File: src/etal_pkg.sv
// Shared types and constants for the event threshold alert limiter.
`timescale 1ns / 1ps
`default_nettype none

package etal_pkg;

	localparam int unsigned KIND_COUNT = 5;
	localparam int unsigned KIND_W     = 3;
	localparam int unsigned DATA_W     = 32;

	// Action codes carried on the item channel.
	localparam logic [KIND_W-1:0] ACT_DROP    = 3'd0;
	localparam logic [KIND_W-1:0] ACT_RESET   = 3'd1;
	localparam logic [KIND_W-1:0] ACT_NOMEM   = 3'd2;
	localparam logic [KIND_W-1:0] ACT_LATENCY = 3'd3;
	localparam logic [KIND_W-1:0] ACT_LIMITER = 3'd4;
	localparam logic [KIND_W-1:0] ACT_TICK    = 3'd5;

	// Configuration register indexes.
	localparam int unsigned CFG_IDX_W = 3;
	localparam logic [CFG_IDX_W-1:0] REG_ENABLE    = 3'd0;
	localparam logic [CFG_IDX_W-1:0] REG_DROP_THR  = 3'd1;
	localparam logic [CFG_IDX_W-1:0] REG_RESET_THR = 3'd2;
	localparam logic [CFG_IDX_W-1:0] REG_NOMEM_THR = 3'd3;
	localparam logic [CFG_IDX_W-1:0] REG_LIMIT_THR = 3'd4;
	localparam logic [CFG_IDX_W-1:0] REG_LATENCY   = 3'd5;
	localparam logic [CFG_IDX_W-1:0] REG_COOLDOWN  = 3'd6;

	typedef struct packed {
		logic              alerts_enabled;
		logic [DATA_W-1:0] drop_threshold;
		logic [DATA_W-1:0] reset_threshold;
		logic [DATA_W-1:0] nomem_threshold;
		logic [DATA_W-1:0] limiter_threshold;
		logic [DATA_W-1:0] latency_limit_us;
		logic [DATA_W-1:0] cooldown_ticks;
	} cfg_t;

endpackage

`default_nettype wire

File: src/event_threshold_alert_limiter.sv
// Event threshold alert limiter: top level.
//
// Items arrive on the item channel (item_valid / item_stall) as one beat each:
// an action code with a latency sample and a tick count. Drop, TCP reset,
// allocation failure, latency and rate-limit actions bump a saturating
// per-kind counter and may raise an alert; a tick latches the time and clears
// all counters. Actions 6 and 7 are dropped without effect.
// Alerts leave on the alert channel (alert_valid / alert_stall), at most one
// per item. The configuration channel (cfg_valid / cfg_ready) takes one
// register write per cycle and is always ready; write it only while idle.
// An accepted item waits in the input register, where a single pass of
// increment, threshold compare and cooldown subtract updates the state and
// loads the result register. An alert is therefore shown from the edge at
// which the item leaves the input register.
// One item is taken every cycle while the alert side is free.
// When the receiver stalls a pending alert, the input register holds its
// item and item_stall rises; nothing is lost.
// Reset clears the counters, last-alert times and current time to zero and
// loads the register defaults.
`timescale 1ns / 1ps
`default_nettype none

module event_threshold_alert_limiter (
	input  wire logic                            clk,
	input  wire logic                            arst_n,
	input  wire logic                            item_valid,
	output logic                                 item_stall,
	input  wire logic [etal_pkg::KIND_W-1:0]     action,
	input  wire logic [etal_pkg::DATA_W-1:0]     sample_us,
	input  wire logic [etal_pkg::DATA_W-1:0]     now_ticks,
	output logic                                 alert_valid,
	input  wire logic                            alert_stall,
	output logic [etal_pkg::KIND_W-1:0]          alert_kind,
	output logic [etal_pkg::DATA_W-1:0]          event_count,
	output logic [etal_pkg::DATA_W-1:0]          latency_value,
	input  wire logic                            cfg_valid,
	output logic                                 cfg_ready,
	input  wire logic [etal_pkg::CFG_IDX_W-1:0]  cfg_index,
	input  wire logic [etal_pkg::DATA_W-1:0]     cfg_data
);
	import etal_pkg::*;

	cfg_t cfg;

	etal_cfg_regs u_cfg (
		.clk       (clk),
		.arst_n    (arst_n),
		.cfg_valid (cfg_valid),
		.cfg_ready (cfg_ready),
		.cfg_index (cfg_index),
		.cfg_data  (cfg_data),
		.cfg       (cfg)
	);

	// Input register.
	logic              valid_s1;
	logic [KIND_W-1:0] action_s1;
	logic [DATA_W-1:0] duration_s1;
	logic [DATA_W-1:0] now_s1;

	// Block state.
	logic [DATA_W-1:0] counter_q [KIND_COUNT];
	logic [DATA_W-1:0] last_alert_q [KIND_COUNT];
	logic [DATA_W-1:0] time_q;

	// Result register.
	logic              alert_valid_q;
	logic [KIND_W-1:0] alert_kind_q;
	logic [DATA_W-1:0] event_count_q;
	logic [DATA_W-1:0] latency_value_q;

	logic              out_free;
	logic              advance;
	logic              item_take;
	logic              is_kind;
	logic              is_tick;
	logic              is_latency;
	logic [DATA_W-1:0] count_sel;
	logic [DATA_W-1:0] last_sel;
	logic [DATA_W-1:0] thr_sel;
	logic [DATA_W-1:0] count_next;
	logic [DATA_W-1:0] elapsed;
	logic              hit;
	logic              fire;

	assign out_free   = !alert_valid_q || !alert_stall;
	assign advance    = valid_s1 && out_free;
	assign item_stall = valid_s1 && !out_free;
	assign item_take  = item_valid && !item_stall;

	assign is_kind    = (action_s1 < ACT_TICK);
	assign is_tick    = (action_s1 == ACT_TICK);
	assign is_latency = (action_s1 == ACT_LATENCY);

	always_comb begin
		count_sel = '0;
		last_sel  = '0;
		for (int k = 0; k < KIND_COUNT; k++) begin
			if (action_s1 == KIND_W'(k)) begin
				count_sel = counter_q[k];
				last_sel  = last_alert_q[k];
			end
		end
	end

	always_comb begin
		unique case (action_s1)
			ACT_DROP:  thr_sel = cfg.drop_threshold;
			ACT_RESET: thr_sel = cfg.reset_threshold;
			ACT_NOMEM: thr_sel = cfg.nomem_threshold;
			default:   thr_sel = cfg.limiter_threshold;
		endcase
	end

	// The counter saturates at all ones.
	assign count_next = (&count_sel) ? count_sel : count_sel + DATA_W'(1);
	// Modular difference: wraparound of the tick count is harmless.
	assign elapsed    = time_q - last_sel;
	assign hit        = is_latency ? (duration_s1 >= cfg.latency_limit_us)
	                               : (count_next >= thr_sel);
	assign fire       = is_kind && cfg.alerts_enabled && hit
	                    && (elapsed >= cfg.cooldown_ticks);

	always_ff @(posedge clk or negedge arst_n) begin
		if (!arst_n) begin
			valid_s1 <= 1'b0;
		end else if (item_take) begin
			valid_s1 <= 1'b1;
		end else if (advance) begin
			valid_s1 <= 1'b0;
		end
	end

	always_ff @(posedge clk) begin
		if (item_take) begin
			action_s1   <= action;
			duration_s1 <= sample_us;
			now_s1      <= now_ticks;
		end
	end

	always_ff @(posedge clk or negedge arst_n) begin
		if (!arst_n) begin
			time_q <= '0;
			for (int k = 0; k < KIND_COUNT; k++) begin
				counter_q[k]    <= '0;
				last_alert_q[k] <= '0;
			end
		end else if (advance) begin
			if (is_tick) begin
				time_q <= now_s1;
				for (int k = 0; k < KIND_COUNT; k++) begin
					counter_q[k] <= '0;
				end
			end else begin
				for (int k = 0; k < KIND_COUNT; k++) begin
					if (action_s1 == KIND_W'(k)) begin
						counter_q[k] <= count_next;
						if (fire) begin
							last_alert_q[k] <= time_q;
						end
					end
				end
			end
		end
	end

	always_ff @(posedge clk or negedge arst_n) begin
		if (!arst_n) begin
			alert_valid_q <= 1'b0;
		end else if (advance) begin
			alert_valid_q <= fire;
		end else if (!alert_stall) begin
			alert_valid_q <= 1'b0;
		end
	end

	always_ff @(posedge clk) begin
		if (advance && fire) begin
			alert_kind_q    <= action_s1;
			event_count_q   <= count_next;
			latency_value_q <= is_latency ? duration_s1 : '0;
		end
	end

	assign alert_valid   = alert_valid_q;
	assign alert_kind    = alert_kind_q;
	assign event_count   = event_count_q;
	assign latency_value = latency_value_q;

endmodule

`default_nettype wire

File: src/etal_cfg_regs.sv
// Configuration register file of the alert limiter.
`timescale 1ns / 1ps
`default_nettype none

module etal_cfg_regs (
	input  wire logic                            clk,
	input  wire logic                            arst_n,
	input  wire logic                            cfg_valid,
	output logic                                 cfg_ready,
	input  wire logic [etal_pkg::CFG_IDX_W-1:0]  cfg_index,
	input  wire logic [etal_pkg::DATA_W-1:0]     cfg_data,
	output etal_pkg::cfg_t                       cfg
);
	import etal_pkg::*;

	cfg_t cfg_q;

	// Every beat is taken at once.
	assign cfg_ready = 1'b1;
	assign cfg       = cfg_q;

	always_ff @(posedge clk or negedge arst_n) begin
		if (!arst_n) begin
			cfg_q.alerts_enabled    <= 1'b1;
			cfg_q.drop_threshold    <= 32'd100;
			cfg_q.reset_threshold   <= 32'd100;
			cfg_q.nomem_threshold   <= 32'd10;
			cfg_q.limiter_threshold <= 32'd100;
			cfg_q.latency_limit_us  <= 32'd100000;
			cfg_q.cooldown_ticks    <= 32'd6000;
		end else if (cfg_valid && cfg_ready) begin
			unique case (cfg_index)
				REG_ENABLE:    cfg_q.alerts_enabled    <= cfg_data[0];
				REG_DROP_THR:  cfg_q.drop_threshold    <= cfg_data;
				REG_RESET_THR: cfg_q.reset_threshold   <= cfg_data;
				REG_NOMEM_THR: cfg_q.nomem_threshold   <= cfg_data;
				REG_LIMIT_THR: cfg_q.limiter_threshold <= cfg_data;
				REG_LATENCY:   cfg_q.latency_limit_us  <= cfg_data;
				REG_COOLDOWN:  cfg_q.cooldown_ticks    <= cfg_data;
				default: begin
				end
			endcase
		end
	end

endmodule

`default_nettype wire

File: config.mk
export PLATFORM = sky130hd
export DESIGN_NAME = event_threshold_alert_limiter
export DESIGN_NICKNAME = d
export VERILOG_FILES = /design/src/etal_pkg.sv /design/src/event_threshold_alert_limiter.sv /design/src/etal_cfg_regs.sv
export SDC_FILE = /design/constraint.sdc
export NUM_CORES = 1
export LEC_CHECK = 0
export BUFFER_PORTS_ARGS = -buffer_cell sky130_fd_sc_hd__buf_4
export CAP_MARGIN = 20
export CORE_MARGIN = 1.5
export CORE_UTILIZATION = 56
export DETAILED_ROUTE_END_ITERATION = 10
export PLACE_DENSITY = 0.77
export SYNTH_ARGS = -nofsm -noshare
export SYNTH_HDL_FRONTEND = slang
export SYNTH_HIERARCHICAL = 1
export SYNTH_SLANG_ARGS = --single-unit
File: constraint.sdc
create_clock -name clk -period 9.9 [get_ports clk]
set_input_delay 0.99 -clock clk [delete_from_list [all_inputs] [get_ports clk]]
set_output_delay 0.99 -clock clk [all_outputs]
set_load 0.02 [all_outputs]
==> results.sh, run 1 <==
export IMPL_run_status="complete, no violations"
export IMPL_synth_nets=2784
export IMPL_critPathMaxFanout=108
export IMPL_cts_tree="yes"
export IMPL_drt_iter0_drc=1533
export IMPL_maxCapViolations=0
export IMPL_place_hpwl_mm=51.0
export IMPL_synth_area_um2=32600
export IMPL_yosys_warnings=6
export IMPL_slew_headroom_pct=33.6
export IMPL_syn_avg_cell_area_um2=12.8
export IMPL_synthArstFlopShare_pct=80.3
export IMPL_synth_area_leaders="dfrtp_1 40%, edfxtp_1 12%, mux2_2 10%"
export IMPL_worstSetupPathType="reg2reg"
export IMPL_antennaDiodeCount=0
export IMPL_power_density_nw_per_um2=196
export IMPL_tightest_slew_ns=0.997
export IMPL_dp_cells=3392
export IMPL_num_vias=21200
export IMPL_drt_wl_total_mm=77.7
export IMPL_vias_per_cell=6.03
export IMPL_grt_use_met3_pct=4.75
export IMPL_area_growth_pct=13.4
export IMPL_rows=88
export IMPL_grt_overflow=0
export IMPL_first_global_vias=22400
export IMPL_cts_hold_buf=0
export IMPL_die_height_um=244
export IMPL_root_buffer="clkbuf_16"
export IMPL_post_cts_resized=0
export IMPL_grt_use_met1_pct=34.7
export IMPL_busiest_layer="met2"
export IMPL_antenna_found_initial=2
export IMPL_grtUsageMet2_pct=44.3
export IMPL_start_kind="flip-flop"
export IMPL_period_minus_slack_ns=7.74
export IMPL_worst_path_max_delay_cell="buf_12"
export IMPL_fmax_ghz=0.129
export IMPL_cts_buffers=71
export IMPL_ys_flop_type="dfrtp_1"
export IMPL_clkTransAtPathRegs_ns=0.06
export IMPL_cts_setup_buffers=0
export IMPL_nFillCells=4185
export IMPL_seqCellArea_um2=17700
export IMPL_min_path_type="in2async"
export IMPL_multi_input_comb_area_um2=13800
export IMPL_fin_worst_skew_ns=0.0166
export IMPL_worstPathArrival_ns=8.23
export IMPL_hold_violations=0
export IMPL_synth_seq_area_share_pct=54.4
export IMPL_ir_worst_vdd_uv=156
export IMPL_cp_required_ns=10.39
export IMPL_finalCritPeriodShare_pct=78.2
export IMPL_firstDrtPassIters=6
export IMPL_die_area_um2=59700
export IMPL_core_um2=57600
export IMPL_grt_max_degree=183
export IMPL_synthCells=2548
export IMPL_end_kind="flip-flop"
export IMPL_rsz0062_at_grt="false"
export IMPL_htreeDepth=3
export IMPL_layout_commonest_cell="dfrtp_1"
export IMPL_cpPeakStageDelay_ns=0.61
export IMPL_place_gp_congestion=0.949
export IMPL_grt_use_total_pct=26.6
export IMPL_mostFrequentLayoutCells="522 x dfrtp_1, 302 x mux2_2, 206 x buf_4, 196 x o21ai_0, 194 x nand2_1"
export IMPL_route_detailed_drc=0
export IMPL_power_total_w=0.00725
export IMPL_antenna_left=0
export IMPL_ys_seq_elements=681
export IMPL_drive_gt1_share_pct=27.9
export IMPL_p_leak_nw=16.6
export IMPL_portBuffers=175
export IMPL_slew_viol_final=0
export IMPL_synth_largest_area_cell="dfrtp_1"
export IMPL_clockBufferDepth=3
export IMPL_synthDistinctLibCells=93
export IMPL_initial_utilization_pct=56.6
export IMPL_synth_edff_count=134
export IMPL_netlist_area_leader_share_pct=40.1
export IMPL_fp_dieW_um=244
export IMPL_setup_tns_ns=0
export IMPL_grt_pass1_wl_mm=124
export IMPL_nets=2938
export IMPL_cts_sink_count=681
export IMPL_ioPinCount=177
export IMPL_clk_latency_ns=0.62
export IMPL_whs_ns=0.329
export IMPL_detail_route_wl_per_cell_um=22.0
export IMPL_setup_viol=0
export IMPL_instances_no_fill=3525
power breakdown:
group	switching, W	internal (W)
Combinational	0.000650	0.000582
Sequential	0.000187	0.00314
Clock	0.00111	0.00159
Total	0.00194	0.00531
cell usage after synthesis (4+ instances only):
cell      instances
a22oi_1          84
mux2_2          302
a32oi_1           5
mux2_4           30
or3_1             4
mux2i_1          49
dfstp_2          25
buf_12            6
nand2b_1         16
buf_8             4
inv_1           106
nor2_1           49
o21a_1           10
and3_1            5
buf_1            11
a211oi_1          8
xor2_1           21
nand3_1          53
edfxtp_1        134
o21ai_1          29
o21ai_0         196
a21oi_1          57
nand2_1         195
nor4_1            7
and2_1           44
buf_2            15
xnor2_1          31
dfrtp_1         522
ha_1            128
xnor2_2           4
mux4_2           52
mux2_1           63
nor3_1           16
a22o_1            7
buf_4            11
nor2b_1          11
a21o_1           42
nand4_1          21
clkbuf_1         81
worst max-delay path, delay by kind of cell, from the launching register on:
family	cells	cell delay, ns
compound gates	17	3.43
fa+ha+maj	2	0.62
buf+inv	2	1.10
flops	1	0.44
mux	2	0.99
simple gates	3	0.92
cell families (layout without fill, tap and decap cells):
| group | count (synthesis) | in the layout | synth area share (%) |
|---|---|---|---|
| other | 1 | 1 | 0.0115 |
| multiplexers | 496 | 496 | 19.1 |
| buffers and inverters | 237 | 449 | 3.42 |
| AO/OA/AOI/OAI | 488 | 488 | 9.33 |
| adder cells (fa/ha/maj) | 129 | 129 | 4.98 |
| flip-flops | 681 | 681 | 54.4 |
| XOR/XNOR | 57 | 57 | 1.65 |
| AND/OR/NAND/NOR | 459 | 459 | 7.07 |
final cells by class:
| type | count | area share (%) |
|---|---|---|
| flip-flops and latches | 681 | 48.0 |
| clock inverters | 24 | 0.657 |
| clock buffers | 107 | 5.73 |
| multi-input cells | 1630 | 37.4 |
| repair buffers | 212 | 4.54 |
| inverters | 106 | 1.08 |
| well taps | 765 | 2.59 |
final timing paths:
path | start | end | slack [ns] | cells after the start
worst min register to register | now_s1[5] | time_q[5] | 0.47 | 1
max in group asynchronous | arst_n | counter_q[1] | 7.22 | 3
worst max register to register | action_s1[0] | last_alert_q[73] | 2.16 | 26
worst min-delay path | arst_n | counter_q[70] | 0.33 | 1
min in group clk | now_s1[5] | time_q[5] | 0.47 | 1
worst max-delay path | action_s1[0] | last_alert_q[73] | 2.16 | 26
state kept, by name (all words and copies together) (netlist names):
| name | flops |
|---|---|
| counter_q | 160 |
| action_s1 | 3 |
| valid_s1 | 1 |
| alert_kind | 3 |
| last_alert_q | 160 |
| u_cfg/cfg | 193 |
| latency_value | 32 |
| event_count | 32 |
| duration_s1 | 32 |
| time_q | 32 |
| alert_valid | 1 |
| now_s1 | 32 |
per-stage QoR:
stage	cell area (um2)	util [%]	worst slack, ns
final	36900	64.2	2.16
after global routing	36900	64.2	1.75
after CTS	36900	64.1	2.26
after detailed placement	34500	60.0	2.30
after global placement	34500	60.0	2.59
after floorplan	32600	-	0.528
routing by layer:
layer  vias up  wire length (um)
li1       9608                 -
met1     10800             32600
met2       643             38000
met3       177              4440
met4         2              2720
met5         -                 9
(Power assumes the default switching activity.)
==> run 2, diff against run 1 <==
--- a/config.mk
+++ b/config.mk
@@ -8,9 +8,9 @@
 export BUFFER_PORTS_ARGS = -buffer_cell sky130_fd_sc_hd__buf_4
 export CAP_MARGIN = 20
 export CORE_MARGIN = 1.5
-export CORE_UTILIZATION = 56
+export CORE_UTILIZATION = 60
 export DETAILED_ROUTE_END_ITERATION = 10
-export PLACE_DENSITY = 0.77
+export PLACE_DENSITY = 0.78
 export SYNTH_ARGS = -nofsm -noshare
 export SYNTH_HDL_FRONTEND = slang
 export SYNTH_HIERARCHICAL = 1
==> constraint.sdc (replaced) <==
create_clock -name clk -period 7.38 [get_ports clk]
set_input_delay 0.738 -clock clk [delete_from_list [all_inputs] [get_ports clk]]
set_output_delay 0.738 -clock clk [all_outputs]
set_load 0.02 [all_outputs]
==> run 2 against run 1 <==
Largest power group unchanged. Register-to-register slack worse by 1.8 ns. Critical path depth up 1. Combinational power up 36%. Final cell count down 1.4%. Final area up 0.24%. Highest routed layer is now met4. Clock skew up 0.024 ns. Maximum frequency up 10%. Sequential share of layout area down 0.12 points. First-iteration DRC count down 0.91%. Largest cell class unchanged. Via count up 1.7%.
==> results.sh, run 2 (synthesized netlist as in run 1, its figures left out) <==
export IMPL_route_detailed_drc=0
export IMPL_htreeDepth=3
export IMPL_largest_reg_flops=193
export IMPL_cpPeakStageDelay_ns=0.46
export IMPL_clockBufferDepth=3
export IMPL_grtUsageMet2_pct=48.2
export IMPL_power_total_w=0.00965
export IMPL_grt_use_met1_pct=39.2
export IMPL_finish_utilization_pct=69.0
export IMPL_area_growth_pct=13.7
export IMPL_first_global_vias=22400
export IMPL_fp_dieW_um=236
export IMPL_fmax_ghz=0.143
export IMPL_end_kind="flip-flop"
export IMPL_grt_pass1_wl_mm=126
export IMPL_grt_overflow=0
export IMPL_vias_per_cell=6.22
export IMPL_finalCritPeriodShare_pct=94.9
export IMPL_drive_gt1_share_pct=28.3
export IMPL_final_area_um2=37000
export IMPL_cts_hold_buf=0
export IMPL_place_area_um2=34700
export IMPL_start_kind="flip-flop"
export IMPL_rows=85
export IMPL_initial_utilization_pct=60.7
export IMPL_hold_violations=0
export IMPL_worst_path_max_delay_cell="a2111oi_1"
export IMPL_die_height_um=236
export IMPL_switchingPower_w=0.00259
export IMPL_antennaDiodeCount=0
export IMPL_layout_commonest_cell="dfrtp_1"
export IMPL_clkPwrFrac_pct=36.4
export IMPL_cp_required_ns=7.86
export IMPL_root_buffer="clkbuf_16"
export IMPL_core_um2=53700
export IMPL_maxCapViolations=0
export IMPL_critPathMaxFanout=32
export IMPL_period_minus_slack_ns=7.00
export IMPL_run_status="complete, no violations"
export IMPL_busiest_layer="met2"
export IMPL_clkTransAtPathRegs_ns=0.06
export IMPL_antenna_left=0
export IMPL_fin_worst_skew_ns=0.0407
export IMPL_drt_wl_total_mm=79.2
export IMPL_nFillCells=3741
export IMPL_place_hpwl_mm=52.9
export IMPL_p_int_w=0.00706
export IMPL_power_density_nw_per_um2=260
export IMPL_antenna_found_initial=1
export IMPL_cts_sink_count=681
export IMPL_die_area_um2=55700
export IMPL_firstDrtPassIters=8
export IMPL_num_vias=21600
export IMPL_drt_iter0_drc=1519
export IMPL_grt_use_met3_pct=4.28
export IMPL_slew_headroom_pct=28.0
export IMPL_combinationalPowerShare_pct=17.3
export IMPL_detail_route_wl_per_cell_um=22.8
export IMPL_cts_tree="yes"
export IMPL_setup_viol=0
export IMPL_place_gp_congestion=0.942
export IMPL_tightest_slew_ns=1.07
export IMPL_grt_use_total_pct=29.1
export IMPL_slew_viol_final=0
export IMPL_portBuffers=175
export IMPL_power_frac_seq_pct=46.3
export IMPL_ioPinCount=177
export IMPL_cts_buffers=70
export IMPL_worstPathArrival_ns=7.48
export IMPL_p_sw_share_pct=26.9
export IMPL_p_leak_nw=16.7
export IMPL_min_path_type="in2async"
export IMPL_worstSetupPathType="reg2reg"
export IMPL_mostFrequentLayoutCells="522 x dfrtp_1, 302 x mux2_2, 220 x buf_4, 196 x o21ai_0, 194 x nand2_1"
export IMPL_grt_max_degree=175
export IMPL_clk_latency_ns=0.63
export IMPL_ir_worst_vdd_uv=223
export IMPL_nets=2959
## run 2: worst max-delay path, delay by kind of cell (launching register included)
kind / cells / cell delay, ns
AO/OA/AOI/OAI: 18 / 3.46
adder cells (fa/ha/maj): 2 / 0.64
flip-flops: 1 / 0.39
buffers and inverters: 3 / 0.88
multiplexers: 2 / 0.70
AND/OR/NAND/NOR: 2 / 0.77
## run 2: area by class of cell
cell class / instances / area, um2 / area share (%)
inverters: 106 / 398 / 1.07
multi-input cells: 1630 / 13800 / 37.3
repair buffers: 234 / 1930 / 5.22
well taps: 696 / 871 / 2.35
clock buffers: 104 / 2030 / 5.49
clock inverters: 24 / 251 / 0.679
flip-flops and latches: 681 / 17700 / 47.9
## run 2: final timing paths
check / start / endpoint / slack, ns / depth (start not counted)
max: action_s1[1] / last_alert_q[69] / 0.38 / 27
min: arst_n / counter_q[7] / 0.10 / 1
max reg2reg: action_s1[1] / last_alert_q[69] / 0.38 / 27
min reg2reg: now_s1[1] / time_q[1] / 0.47 / 1
max in group asynchronous: arst_n / last_alert_q[82] / 5.91 / 2
min in group clk: now_ticks[17] / now_s1[17] / 0.30 / 1
## run 2: routing by layer
layer | vias to the layer above | wire length (um)
li1 | 9647 | -
met1 | 11100 | 32300
met2 | 762 | 39200
met3 | 145 | 5290
met4 | 0 | 2420
met5 | - | 0
## run 2: metrics by stage
step | TNS, ns | cells | hold WS, ns | setup WS (ns)
after floorplan | 0 | 2548 | 0.421 | 0.0536
after global placement | 0 | 3345 | 0.456 | 0.507
after detailed placement | 0 | 3345 | 0.465 | 0.388
after CTS | 0 | 3473 | 0.113 | 0.252
after global routing | -0.101 | 3475 | 0.159 | -0.00694
final | 0 | 3475 | 0.102 | 0.375
## run 2: timing repair
item	4_1_cts	5_1_grt
resized for setup	0	1
buffers inserted	0	1
setup endpoints to repair	0	159
## run 2: power by group through the flow
stage / clock network (W) / registers [W] / logic (W)
after global routing: 0.00372 / 0.00451 / 0.00185
after detailed placement: 0 / 0.00453 / 0.00165
after floorplan: 0 / 0.00443 / 0.00118
final: 0.00352 / 0.00447 / 0.00167
after CTS: 0.00357 / 0.00446 / 0.00166
after global placement: 0 / 0.00450 / 0.00157
==> run 3, diff against run 2 <==
--- a/config.mk
+++ b/config.mk
@@ -11,6 +11,7 @@
 export CORE_UTILIZATION = 60
 export DETAILED_ROUTE_END_ITERATION = 10
 export PLACE_DENSITY = 0.78
+export RECOVER_POWER = 50
 export SYNTH_ARGS = -nofsm -noshare
 export SYNTH_HDL_FRONTEND = slang
 export SYNTH_HIERARCHICAL = 1
==> run 3 against run 2 <==
The run now ends with max-capacitance violations, max-slew violations left. Final cell count unchanged. Register-to-register slack got worse by 0.04 ns. Sequential power about the same. Non-clock buffer count unchanged. Combinational power about the same. Final area decreased by 0.46%. Critical path depth unchanged. Total power decreased by 0.16%. Die area unchanged. Critical endpoint unchanged.
==> results.sh, run 3 (synthesized netlist as in run 1, its figures left out) <==
export IMPL_portBuffers=175
export IMPL_htreeDepth=3
export IMPL_worstPathArrival_ns=7.52
export IMPL_vias_per_cell=6.19
export IMPL_first_global_vias=22400
export IMPL_critPathMaxFanout=32
export IMPL_initial_utilization_pct=60.7
export IMPL_root_buffer="clkbuf_16"
export IMPL_fin_worst_skew_ns=0.0408
export IMPL_multi_input_comb_area_um2=13700
export IMPL_seqCellArea_um2=17700
export IMPL_cts_tree="yes"
export IMPL_maxCapViolations=12
export IMPL_die_area_um2=55700
export IMPL_slew_viol_final=760
export IMPL_die_height_um=236
export IMPL_p_leak_nw=16.6
export IMPL_route_detailed_drc=0
export IMPL_ir_worst_vdd_uv=223
export IMPL_period_minus_slack_ns=7.04
export IMPL_mostFrequentLayoutCells="522 x dfrtp_1, 301 x mux2_2, 196 x o21ai_0, 194 x nand2_1, 144 x buf_4"
export IMPL_num_vias=21500
export IMPL_largest_reg_flops=193
export IMPL_critPathCapture="last_alert_q[69]"
export IMPL_setup_slack_ns=0.336
export IMPL_place_hpwl_mm=52.9
export IMPL_fp_dieW_um=236
export IMPL_worstSetupPathType="reg2reg"
export IMPL_antenna_left=0
export IMPL_ioPinCount=177
export IMPL_r2r_end="last_alert_q[69]"
export IMPL_antenna_found_initial=1
export IMPL_run_status="complete, but fails checks"
export IMPL_power_total_w=0.00963
export IMPL_grt_overflow=0
export IMPL_startpoint="action_s1[1]"
export IMPL_cts_sink_count=681
export IMPL_violations="max-capacitance violations, max-slew violations"
export IMPL_rows=85
export IMPL_final_area_um2=36900
export IMPL_clkTransAtPathRegs_ns=0.06
export IMPL_finish_utilization_pct=68.6
export IMPL_r2r_setup_slack_ns=0.34
export IMPL_tightest_slew_ns=4.39
export IMPL_grt_pass1_wl_mm=126
export IMPL_finalCritPeriodShare_pct=95.5
export IMPL_min_path_type="in2reg"
export IMPL_area_growth_pct=13.1
export IMPL_nets=2959
export IMPL_cp_required_ns=7.86
export IMPL_nFillCells=3776
export IMPL_cts_buffers=70
export IMPL_place_gp_congestion=0.942
export IMPL_slew_headroom_pct=-192
export IMPL_detail_route_wl_per_cell_um=22.7
export IMPL_end_kind="flip-flop"
export IMPL_place_area_um2=34700
export IMPL_clk_latency_ns=0.63
export IMPL_setup_tns_ns=0
export IMPL_start_kind="flip-flop"
export IMPL_hold_violations=0
export IMPL_drt_iter0_drc=1511
export IMPL_dpl_worst_slack_ns=0.388
export IMPL_drt_wl_total_mm=79.0
export IMPL_firstDrtPassIters=5
export IMPL_grt_max_degree=175
export IMPL_drive_gt1_share_pct=27.3
export IMPL_setup_viol=0
export IMPL_grt_use_total_pct=29.1
export IMPL_antennaDiodeCount=0
export IMPL_core_um2=53700
export IMPL_reg2reg_depth=27
export IMPL_cts_hold_buf=0
export IMPL_layout_commonest_cell="dfrtp_1"
export IMPL_reg2reg_from="action_s1[1]"
export IMPL_power_density_nw_per_um2=261
export IMPL_clockBufferDepth=3
export IMPL_fmax_ghz=0.142
run 3: worst min-delay path by stage:
stage	slack [ns]	start	cells past startpoint	to
after floorplan	0.42	action_s1[2]	0	alert_kind[2]
after global placement	0.46	counter_q[78]	2	counter_q[78]
after detailed placement	0.46	now_s1[1]	1	time_q[1]
after CTS	0.11	arst_n	1	counter_q[135]
after global routing	0.30	now_ticks[15]	1	now_s1[15]
final	0.32	now_ticks[13]	1	now_s1[13]
run 3: area by class of cell:
class / instances / area share (%)
clock buffers: 104 / 5.51
clock inverters: 24 / 0.682
repair buffers: 234 / 4.97
well taps: 696 / 2.36
inverters: 106 / 1.08
flip-flops and latches: 681 / 48.1
multi-input cells: 1630 / 37.3
run 3: timing repair:
action,CTS,global route
endpoints found under the setup margin,0,159
gates resized for setup,0,1
buffers inserted,0,1
endpoints found under the hold margin,0,0
run 3: per-layer routing:
layer / GRT usage (%) / vias up / routed length [um]
li1: - / 9647 / -
met1: 39.2 / 11000 / 32500
met2: 48.2 / 714 / 39100
met3: 4.28 / 142 / 4920
met4: 11.1 / 0 / 2500
met5: 0 / - / 0
run 3: worst max-delay path: stages (launching register included):
cell and delay [ns]:
edfxtp_1 0.40, buf_4 0.27, buf_4 0.34, mux4_2 0.35
a22oi_1 0.16, ha_1 0.33, a2111oi_1 0.47, o31ai_1 0.15
a31o_2 0.27, a41oi_1 0.37, o21ai_0 0.15, a21oi_1 0.30
a21boi_0 0.19, o21a_1 0.21, o21ai_0 0.15, a22oi_1 0.09
ha_1 0.31, a21o_1 0.12, a21o_1 0.11, a21oi_1 0.06
o21ai_0 0.10, a211o_1 0.14, a21oi_1 0.04, o221ai_1 0.42
nand4_1 0.39, nor3_2 0.36, buf_12 0.28, mux2_2 0.36
run 3: report_power, final:
part           internal, W  switching [W]  total (W)
Clock              0.00206        0.00146    0.00352
Sequential         0.00421       0.000254    0.00447
Combinational     0.000769       0.000878    0.00165
run 3: stage by stage:
| step | hold slack (ns) | instances |
|---|---|---|
| 3_3_place_gp | 0.456 | 3345 |
| 5_1_grt | 0.298 | 3475 |
| 2_1_floorplan | 0.421 | 2548 |
| 4_1_cts | 0.113 | 3473 |
| 3_5_place_dp | 0.465 | 3345 |
| 6_report | 0.321 | 3475 |
